File: config.mk
export PLATFORM = sky130hd
export DESIGN_NAME = uart_line_command_recognizer
export DESIGN_NICKNAME = d
export VERILOG_FILES = /design/src/hdl/ulcr_pkg.sv /design/src/hdl/uart_line_command_recognizer.sv
export SDC_FILE = /design/constraint.sdc
export NUM_CORES = 1
export LEC_CHECK = 0
export BUFFER_PORTS_ARGS = -buffer_cell sky130_fd_sc_hd__buf_2
export CAP_MARGIN = 20
export CORE_MARGIN = 2
export CORE_UTILIZATION = 25
export CTS_CLUSTER_SIZE = 12
export DETAILED_ROUTE_END_ITERATION = 7
export GPL_TIMING_DRIVEN = 0
export PLACE_DENSITY_LB_ADDON = 0.2
export SLEW_MARGIN = 20
export SYNTH_ARGS = -nofsm -noshare
export SYNTH_HDL_FRONTEND = slang
export SYNTH_SLANG_ARGS = --single-unit
File: constraint.sdc
create_clock -name clk -period 2.8 [get_ports clk]
set_input_delay 0.28 -clock clk [delete_from_list [all_inputs] [get_ports clk]]
set_output_delay 0.28 -clock clk [all_outputs]
set_load 0.01 [all_outputs]
File: src/hdl/ulcr_pkg.sv
// ----------------------------------------------------------------------------
// ulcr_pkg
// Types and constants for the serial line command recognizer: byte codes,
// command texts, their lengths and the command code type.
// ----------------------------------------------------------------------------
package ulcr_pkg;

	typedef logic [6:0] char_t;
	typedef logic [7:0] byte_t;

	typedef enum logic [1:0] {
		CMD_START  = 2'd0,
		CMD_RETURN = 2'd1,
		CMD_RESET  = 2'd2
	} cmd_code_t;

	localparam int unsigned CMD_COUNT  = 3;
	localparam int unsigned CMD_MAXLEN = 12;

	localparam byte_t CHAR_LF    = 8'h0A;
	localparam byte_t CHAR_CR    = 8'h0D;
	localparam byte_t CHAR_FIRST = 8'h20;
	localparam byte_t CHAR_LAST  = 8'h7E;

	// texts padded with NUL past their length
	localparam byte_t CMD_TEXT [CMD_COUNT][CMD_MAXLEN] = '{
		'{"B", "P", "A", "T", "H", " ", "S", "T", "A", "R", "T", 8'h00},
		'{"B", "P", "A", "T", "H", " ", "R", "E", "T", "U", "R", "N"},
		'{"B", "P", "A", "T", "H", " ", "R", "E", "S", "E", "T", 8'h00}
	};

	localparam int unsigned CMD_LEN [CMD_COUNT] = '{11, 12, 11};

endpackage

File: src/hdl/uart_line_command_recognizer.sv
// ----------------------------------------------------------------------------
// uart_line_command_recognizer
// Collects printable bytes into a line store and, on line feed, reports
// which of three fixed command texts the line equals.
// ----------------------------------------------------------------------------
// Order: an accepted line feed lands in the input register, and the result
// register loads from it once the output side can advance.
// Throughput: one byte per cycle; the input stalls only while a finished
// command waits in the result register and the input register is full.
// Reset: arst_n clears line length and all valid flags; stored chars are not reset.
module uart_line_command_recognizer
	import ulcr_pkg::*;
#(
	parameter int unsigned LINE_STORE = 24
) (
	input  logic       clk,
	input  logic       arst_n,
	input  logic       rx_valid,
	output logic       rx_ready,
	input  logic [7:0] rx_byte,
	output logic       cmd_valid,
	input  logic       cmd_ready,
	output logic [1:0] command
);

	localparam int unsigned LINE_CAP = LINE_STORE - 1;
	localparam int unsigned LEN_W    = $clog2(LINE_STORE);
	localparam int unsigned IDX_W    = $clog2(LINE_CAP);

	logic             valid_s1;
	byte_t            byte_s1;
	logic             advance;
	logic             is_lf;
	logic             is_cr;
	logic             is_print;
	logic             has_room;
	logic [LEN_W-1:0] len_q;
	char_t            chars_q [LINE_CAP];
	logic [CMD_COUNT-1:0] hit;
	logic             found;
	cmd_code_t        code;
	logic             out_valid_q;
	cmd_code_t        out_cmd_q;

	assign advance  = !out_valid_q || cmd_ready;
	assign rx_ready = !valid_s1 || advance;

	always_ff @(posedge clk or negedge arst_n) begin
		if (!arst_n) begin
			valid_s1 <= 1'b0;
		end else if (rx_ready) begin
			valid_s1 <= rx_valid;
		end
	end

	always_ff @(posedge clk) begin
		if (rx_ready && rx_valid) begin
			byte_s1 <= rx_byte;
		end
	end

	assign is_lf    = (byte_s1 == CHAR_LF);
	assign is_cr    = (byte_s1 == CHAR_CR);
	assign is_print = (byte_s1 >= CHAR_FIRST) && (byte_s1 <= CHAR_LAST);
	assign has_room = (len_q < LEN_W'(LINE_CAP));

	always_comb begin
		for (int k = 0; k < CMD_COUNT; k++) begin
			hit[k] = (len_q == LEN_W'(CMD_LEN[k]));
			for (int i = 0; i < CMD_MAXLEN; i++) begin
				if (i < CMD_LEN[k] && i < LINE_CAP) begin
					if ({1'b0, chars_q[IDX_W'(i)]} != CMD_TEXT[k][i]) begin
						hit[k] = 1'b0;
					end
				end
			end
		end
	end

	always_comb begin
		found = 1'b1;
		code  = CMD_START;
		if (hit[0]) begin
			code = CMD_START;
		end else if (hit[1]) begin
			code = CMD_RETURN;
		end else if (hit[2]) begin
			code = CMD_RESET;
		end else begin
			found = 1'b0;
		end
	end

	always_ff @(posedge clk or negedge arst_n) begin
		if (!arst_n) begin
			len_q <= '0;
		end else if (valid_s1 && advance && !is_cr) begin
			if (is_print && has_room) begin
				len_q <= len_q + LEN_W'(1);
			end else begin
				len_q <= '0;
			end
		end
	end

	always_ff @(posedge clk) begin
		if (valid_s1 && advance && is_print && has_room) begin
			chars_q[len_q[IDX_W-1:0]] <= byte_s1[6:0];
		end
	end

	always_ff @(posedge clk or negedge arst_n) begin
		if (!arst_n) begin
			out_valid_q <= 1'b0;
		end else if (advance) begin
			out_valid_q <= valid_s1 && is_lf && found;
		end
	end

	always_ff @(posedge clk) begin
		if (advance && valid_s1 && is_lf && found) begin
			out_cmd_q <= code;
		end
	end

	assign cmd_valid = out_valid_q;
	assign command   = out_cmd_q;

`ifndef SYNTH
	a_len_cap: assert property (@(posedge clk) disable iff (!arst_n)
		len_q <= LEN_W'(LINE_CAP))
		else $error("line length past store capacity");

	a_lf_clears: assert property (@(posedge clk) disable iff (!arst_n)
		(valid_s1 && advance && is_lf) |=> (len_q == '0))
		else $error("line feed did not clear line length");

	a_no_code3: assert property (@(posedge clk) disable iff (!arst_n)
		cmd_valid |-> (command <= CMD_RESET))
		else $error("invalid command code on output");

	a_only_lf: assert property (@(posedge clk) disable iff (!arst_n)
		(advance && !(valid_s1 && is_lf)) |=> !out_valid_q)
		else $error("result produced without a line feed");
`endif

endmodule

* Yosys cells after proc, flatten, opt, wreduce, memory -nomap -nowiden *
Memory sizes are Yosys's and may differ from the RTL's.
Index checks and enable logic that the tools add are counted.
W data, S select, Z words.

storage, ports and cells
  bits in registers = 17
  bits in writable memories = 161
  output and inout port bits = 4
  logic and storage cells = 87
  memories = 1

memories
  name     words  width  read ports  clocked after memory_dff  wr ports  line                                source
  chars_q  23     7      12          0                         1         uart_line_command_recognizer.sv:38  char_t chars_q [LINE_CAP];

cells by class
  add/sub/neg operators = 1
  $lt $le $gt $ge = 3
  equal/unequal tests = 23
  mux-type cells = 36
  reductions and logical operators = 17

operators with widths
  kind                   count
  $ne A7 B7 Y1 const B   18
  $mux W1                34
  $eq A8 B4 Y1 const B   2
  $logic_and A1 B1 Y1    11
  $eq A5 B4 Y1 const B   2
  $ge A8 B6 Y1 const B   1
  $le A8 B7 Y1 const B   1
  $ne A7 B6 Y1 const B   1
  $add A5 B1 Y5 const B  1
  $lt A5 B5 Y1 const B   1
  $mux W5                1
  $logic_not A1 Y1       3
  $logic_or A1 B1 Y1     2
  $mux W2                1
  $reduce_or A2 Y1       1

* Longest topological paths before layout *
Gate-level depths: netlist of run 1.
An unclocked memory read counts as a cell.

  word-level depth = 17
  gate-level depth with buffers = 7

* Worst setup path before layout of run 1 *
No wires, ideal clock.

  path kind = flip-flop to flip-flop
  from = register byte_s1[2]
  to = memory chars_q[5][0] (netlist bit), enable pin
  arrival time = 1.691 ns
  setup slack = 0.783 ns
  cell stages (with the launch flop) = 7
  path buffers = 1
  period minus slack after synthesis = 2.017 ns
  cell sequence = edfxtp_1 -> nand3_1 -> o221ai_2 -> or2_1 -> buf_6 -> nor4b_4 -> and2_1

on the way
  word-level cells in the longest chain between the ends = 6
  elaborated cells on any way between the ends = 7
  those cells by class = order compare (2); mux (2); reduce/logical (3)

RTL lines
  what                                                 line                                 source
  from (decl)                                          uart_line_command_recognizer.sv:31   byte_t byte_s1;
  from (signal assigned)                               uart_line_command_recognizer.sv:58   byte_s1 <= rx_byte;
  $ge A8 B6 Y1 / $le A8 B7 Y1 (equally long branches)  uart_line_command_recognizer.sv:64   assign is_print = (byte_s1 >= CHAR_FIRST) && (byte_s1 <= CHAR_LAST);
  $logic_and A1 B1 Y1 (*)                              uart_line_command_recognizer.sv:64
  $logic_and A1 B1 Y1 (*) (2 in a row)                 uart_line_command_recognizer.sv:107  if (valid_s1 && advance && is_print && has_room) begin
  $mux W1 (*)                                          uart_line_command_recognizer.sv:107
  $mux W1 (implied by the code) (*)                    uart_line_command_recognizer.sv:108  chars_q[len_q[IDX_W-1:0]] <= byte_s1[6:0];
  to (decl)                                            uart_line_command_recognizer.sv:38

Mark *: on every way between the ends. The rest lies on a longest branch, timed or not.

* Final worst setup path of run 1 *
  from = register byte_s1[2]
  to = memory chars_q[5][4] (netlist bit), enable pin

Same word-level chain as after synthesis.

==> results of run 1 <==
[layout by cell type, fill, tap and decap left out, types with 4 or more instances in the layout]
| cell type | n |
|---|---|
| nor4b_1 | 8 |
| buf_2 | 15 |
| clkbuf_16 | 9 |
| o21ai_0 | 4 |
| nand2_1 | 5 |
| inv_1 | 5 |
| and2_1 | 14 |
| nor2_1 | 5 |
| edfxtp_1 | 94 |
| nand4_1 | 7 |
| ha_1 | 4 |
| nor4bb_1 | 6 |
| nor4_1 | 5 |
| dfrtp_1 | 7 |
[Yosys cell counts, types with 3 or more instances]
| library cell | n |
|---|---|
| ha_1 | 4 |
| edfxtp_1 | 94 |
| nor4_1 | 5 |
| nor4bb_1 | 6 |
| nor4b_1 | 8 |
| o21ai_0 | 4 |
| nand4_1 | 7 |
| nand2b_1 | 3 |
| inv_1 | 5 |
| nor2_1 | 5 |
| buf_6 | 3 |
| dfrtp_1 | 7 |
| and2_1 | 14 |
| nand2_1 | 5 |
| nand3_1 | 3 |
[cell families after synthesis]
group | count (synthesis) | share of synthesized area
DFF | 101 | 0.802
and+or+nand+nor | 76 | 0.145
buffers and inverters | 8 | 0.0141
AOI/OAI and AO/OA | 13 | 0.0261
adders and majority gates | 4 | 0.0134
[flip-flops by register name (all words and copies together), names as in the netlist]
signal / flops
byte_s1: 8
chars_q: 84
cmd_valid: 1
command: 2
len_q: 5
valid_s1: 1
[where the power goes]
part	leakage [nW]	total [mW]	switching (mW)	internal, mW
clock	0.139	1.22	0.532	0.688
combinational	0.286	0.0720	0.0421	0.0299
sequential	0.952	1.75	0.0548	1.69
total	1.38	3.04	0.629	2.41
[metal layers]
layer / wire [um] / vias to the layer above / part of all wire / track usage
met4: 109 / 0 / 0.015 / 0.0368
met1: 3450 / 883 / 0.48 / 0.127
met5: 0 / - / 0 / 0
met2: 3380 / 26 / 0.47 / 0.154
met3: 180 / 10 / 0.025 / 0.0215
li1: - / 865 / - / -
[through the flow]
step / setup WS [ps] / hold WS (ps) / cells / utilization
after floorplan: 783 / -15.6 / 202 / -
after global placement: 163 / 132 / 401 / 0.277
after detailed placement: 132 / 131 / 401 / 0.277
after CTS: 127 / 103 / 417 / 0.298
after global routing: 14.0 / 102 / 417 / 0.298
final: 185 / 110 / 417 / 0.298
[worst paths after layout]
check / startpoint / end / cells after the start
setup reg to reg: byte_s1[2] / chars_q[5][4] / 6
hold reg to reg: cmd_valid / cmd_valid / 2
min in group asynchronous: arst_n / valid_s1 / 2
hold / removal: rx_byte[7] / byte_s1[7] / 1
setup / recovery: byte_s1[2] / chars_q[5][4] / 6
max in group asynchronous: arst_n / len_q[1] / 2
[worst max-delay path: cells and delay by family, from the launching register on]
kind | cells | cell delay, ps
and+or+nand+nor | 4 | 1260
AOI/OAI and AO/OA | 1 | 160
DFF | 1 | 690
buffers and inverters | 1 | 140
[layout make-up]
cell class	instances	area (um2)	area share
Inverter	5	18.8	0.00432
Tap cell	184	230	0.0530
Clock buffer	9	225	0.0518
Clock inverter	6	63.8	0.0147
Sequential cell	101	3000	0.690
Timing Repair Buffer	16	85.1	0.0196
Buffer	3	33.8	0.00778
Multi-Input combinational cell	93	689	0.159
[repair_timing]
| action | 4_1_cts | 5_1_grt |
|---|---|---|
| endpoints found under the setup margin | 0 | 0 |
| hold buffers | 1 | 0 |
| endpoints found under the hold margin | 7 | 0 |
==> summary.txt, run 1 <==
Slew Limit Fails: 0
Final ANT Viol Nets: 0
Setup crit start kind: flop
EDFF count, synth: 94
Share of layout cells above drive strength 1: 0.163
Drt first pass iters: 4
Peak supply drop: 0.259 mV
Max H-tree Level: 3
Post-cts gate resize count: 0
Final Hold Fails: 0
Vias in the first global route: 1947
WL/cell: 17.1 um
# port buffers: 15
Reg clk slew, reported paths: 70 ps
Slowest CP cell: edfxtp_1
Top cells by area, synth: edfxtp_1 (75%), dfrtp_1 (4.7%), and2_1 (2.3%), nor4b_1 (1.9%), nor4bb_1 (1.6%)
Crit path cell chain: nand3_1, o221ai_2, or2_1, buf_6, nor4b_4, and2_1
Worst EP arrival: 2620 ps
Final nets: 245
HPWL Detailed: 4390 um
Total CTS buffers: 9
Overall power consumption: 3.04 mW
CP Capture Type: flop
Die area: 16000 um2
Post-Syn Nets: 218
Avg Inst Size Synth: 18.5 um2
CTS root buf: clkbuf_16
TNS Setup: 0 ps
Max Clk Rate: 0.382 GHz
Status: complete, no violations
Pwr Density: 699 nW/um2
Core footprint: 14600 um2
Grt total ovfl: 0
CTS tree: done
Row count: 44
Max Cap Viol: 0
Fin crit share: 0.934
Slew headroom: 0.522
Slew @ Worst Pin: 717 ps
Top-area cell type share of the netlist area: 0.755
Antenna Diode Count: 0
Critical Path Fanout Max: 14
1st-iter DRT viols: 81
Vias: 1784
Synth area leader: edfxtp_1
P_leak: 1.38 nW
CTS sink cnt: 101
Initial Util: 0.256
Critical Path RT: 2800 ps
Fin crit period: 2620 ps
Mapped Cells: 202
Synth warn: 0
Post-synthesis register bit count: 101
CTS Buffer Depth: 2
Routed vias/inst: 4.28
Crit Path Class: reg -> reg
Worst hold path type: in -> reg
Slack of the worst reg-to-reg path: 180 ps
Main flop type after synthesis: edfxtp_1
Delay of the slowest critical-path stage: 690 ps
Setup Skew: 5.74 ps
DIE WIDTH: 126 um
Detailed-route DRC error count: 0
Die height: 126 um
Post-CTS setup buffers: 0
Register area share after synthesis: 0.802
Initial antenna violation count: 0
Largest net degree at the start of global routing: 17
# setup viols final: 0
Ys async rst share: 0.0693
RSZ-0062 raised after global routing: no
Filler cells: 1424
Clk Latency, worst-skew pair: 340 ps
First-pass GRT wire length: 11300 um
Detailed-route wire length: 7130 um
Gr usage total: 0.0958
Synthesized area: 3740 um2
IO Count: 16
Placed cell area: 4050 um2
Fin area: 4340 um2
Area Overhead vs Synth: 16.2%
Global placement routability congestion: 0.712
Unique masters post-synth: 37
(Power assumes the default switching activity.)
==> run 2: changes to the inputs <==
MAX_ROUTING_LAYER = met4   (was not set)
==> run 2 against run 1 <==
Via count rose by 0.11%. Die area did not move. Cell area did not move. Global-route usage grew 0.29 points. Register-to-register slack about the same.
==> summary.txt, run 2 (synthesized netlist as in run 1, its figures left out) <==
Status: complete, no violations
CTS root buf: clkbuf_16
Crit Path Class: reg -> reg
Detailed-route DRC error count: 0 (unchanged)
Antenna Diode Count: 0 (unchanged)
IO Count: 16 (unchanged)
Global placement routability congestion: 0.720 (+1.2%)
Filler cells: 1424 (unchanged)
CTS Buffer Depth: 2 (unchanged)
Setup WS pre-CTS: 132 ps (unchanged)
Largest register FFs: 84 (unchanged)
Fin crit period: 2600 ps (-14.8 ps)
Vias: 1786 (+0.11%)
CP Capture Type: flop
Commonest non-fill, non-tap cell in the layout: edfxtp_1
Peak supply drop: 0.258 mV (-0.38%)
Setup Skew: 5.61 ps (-0.132 ps)
Share of layout cells above drive strength 1: 0.163 (unchanged)
CTS tree: done
CTS sink cnt: 101 (unchanged)
Hold Crit Depth: 1 (unchanged)
Critical Path RT: 2800 ps (about the same)
Gr usage total: 0.0987 (+0.00288)
Initial antenna violation count: 0 (unchanged)
# port buffers: 15 (unchanged)
Worst hold path type: in -> reg
Core footprint: 14600 um2 (unchanged)
Slew Limit Fails: 0 (unchanged)
Routed vias/inst: 4.28 (+0.11%)
Total CTS buffers: 9 (unchanged)
Pwr Density: 699 nW/um2 (about the same)
Row count: 44 (unchanged)
Drt first pass iters: 4 (unchanged)
Fin crit share: 0.929 (-0.00530)
Final ANT Viol Nets: 0 (unchanged)
Slew headroom: 0.533 (+0.0107)
1st-iter DRT viols: 88 (+8.6%)
Grt total ovfl: 0 (unchanged)
Vias in the first global route: 1951 (+0.21%)
WL/cell: 17.1 um (about the same)
Initial Util: 0.256 (unchanged)
Detailed-route wire length: 7130 um (about the same)
Area Overhead vs Synth: 16.2% (unchanged)
Largest net degree at the start of global routing: 17 (unchanged)
First-pass GRT wire length: 11300 um (unchanged)
Die area: 16000 um2 (unchanged)
Slew @ Worst Pin: 695 ps (-22.5 ps)
Post-cts gate resize count: 0 (unchanged)
DIE WIDTH: 126 um (unchanged)
Final Hold Fails: 0 (unchanged)
Max Clk Rate: 0.385 GHz (+0.57%)
Max Cap Viol: 0 (unchanged)
RSZ-0062 raised after global routing: no
Slack of the critical path: 199 ps (+14.8 ps)
P_leak: 1.38 nW (unchanged)
R2R depth: 6 (unchanged)
Critical Path Fanout Max: 14 (unchanged)
Setup crit start kind: flop
# setup viols final: 0 (unchanged)
Reg clk slew, reported paths: 70 ps (about the same)
Worst EP arrival: 2600 ps (-20 ps)
TNS Setup: 0 ps (unchanged)
Die height: 126 um (unchanged)
Max H-tree Level: 3 (unchanged)
Clk Latency, worst-skew pair: 340 ps (about the same)
Post-CTS setup buffers: 0 (unchanged)
Final nets: 245 (unchanged)
CTS Hold Bufs: 1 (unchanged)
HPWL Detailed: 4390 um (unchanged)
Most frequent cells in the layout: edfxtp_1 (94), buf_2 (15), and2_1 (14)
run 2: cell counts in the layout (fill, tap and decap cells not counted):
No cell type changed its count.
run 2: layout make-up:
cell class,instances,area [um2],area share
Multi-Input combinational cell,93,689,0.159
Sequential cell,101,3000,0.690
Buffer,3,33.8,0.00778
Inverter,5,18.8,0.00432
Tap cell,184,230,0.0530
Clock buffer,9,225,0.0518
Timing Repair Buffer,16,85.1,0.0196
Clock inverter,6,63.8,0.0147
run 2: worst paths after layout:
path                                  from       endpoint  slack (ps)
worst min-delay path            rx_byte[7]     byte_s1[7]         110
worst max-delay path            byte_s1[2]  chars_q[5][4]         200
worst max register to register  byte_s1[2]  chars_q[5][4]         200
worst min register to register   cmd_valid      cmd_valid         540
min in group asynchronous           arst_n       valid_s1         310
max in group asynchronous           arst_n       len_q[1]        2330
run 2: metal layers:
metal	vias up	part of all wire	GRT usage
met5	-	0	-
met1	887	0.49	0.127
li1	864	-	-
met4	0	0.016	0.0368
met3	10	0.025	0.0215
met2	25	0.47	0.154
run 2: report_power, final:
group / leakage, nW / internal, mW / switching, mW
combinational: 0.286 / 0.0299 / 0.0421
clock: 0.139 / 0.688 / 0.532
sequential: 0.952 / 1.69 / 0.0546
total: 1.38 / 2.41 / 0.629
run 2: worst max-delay path, stage by stage, from the launching register on:
cell	delay, ps
edfxtp_1	690
nand3_1	260
o221ai_2	160
or2_1	240
buf_6	140
nor4b_4	350
and2_1	410
run 2: through the flow:
step	instance area, um2	cells	total power [mW]	hold WS, ps	util
4_1_cts	4340	417	3.07	103	0.298
3_3_place_gp	4050	401	1.86	132	0.277
3_5_place_dp	4050	401	1.85	131	0.277
6_report	4340	417	3.04	111	0.298
2_1_floorplan	3740	202	1.80	-15.6	-
5_1_grt	4340	417	3.14	102	0.298
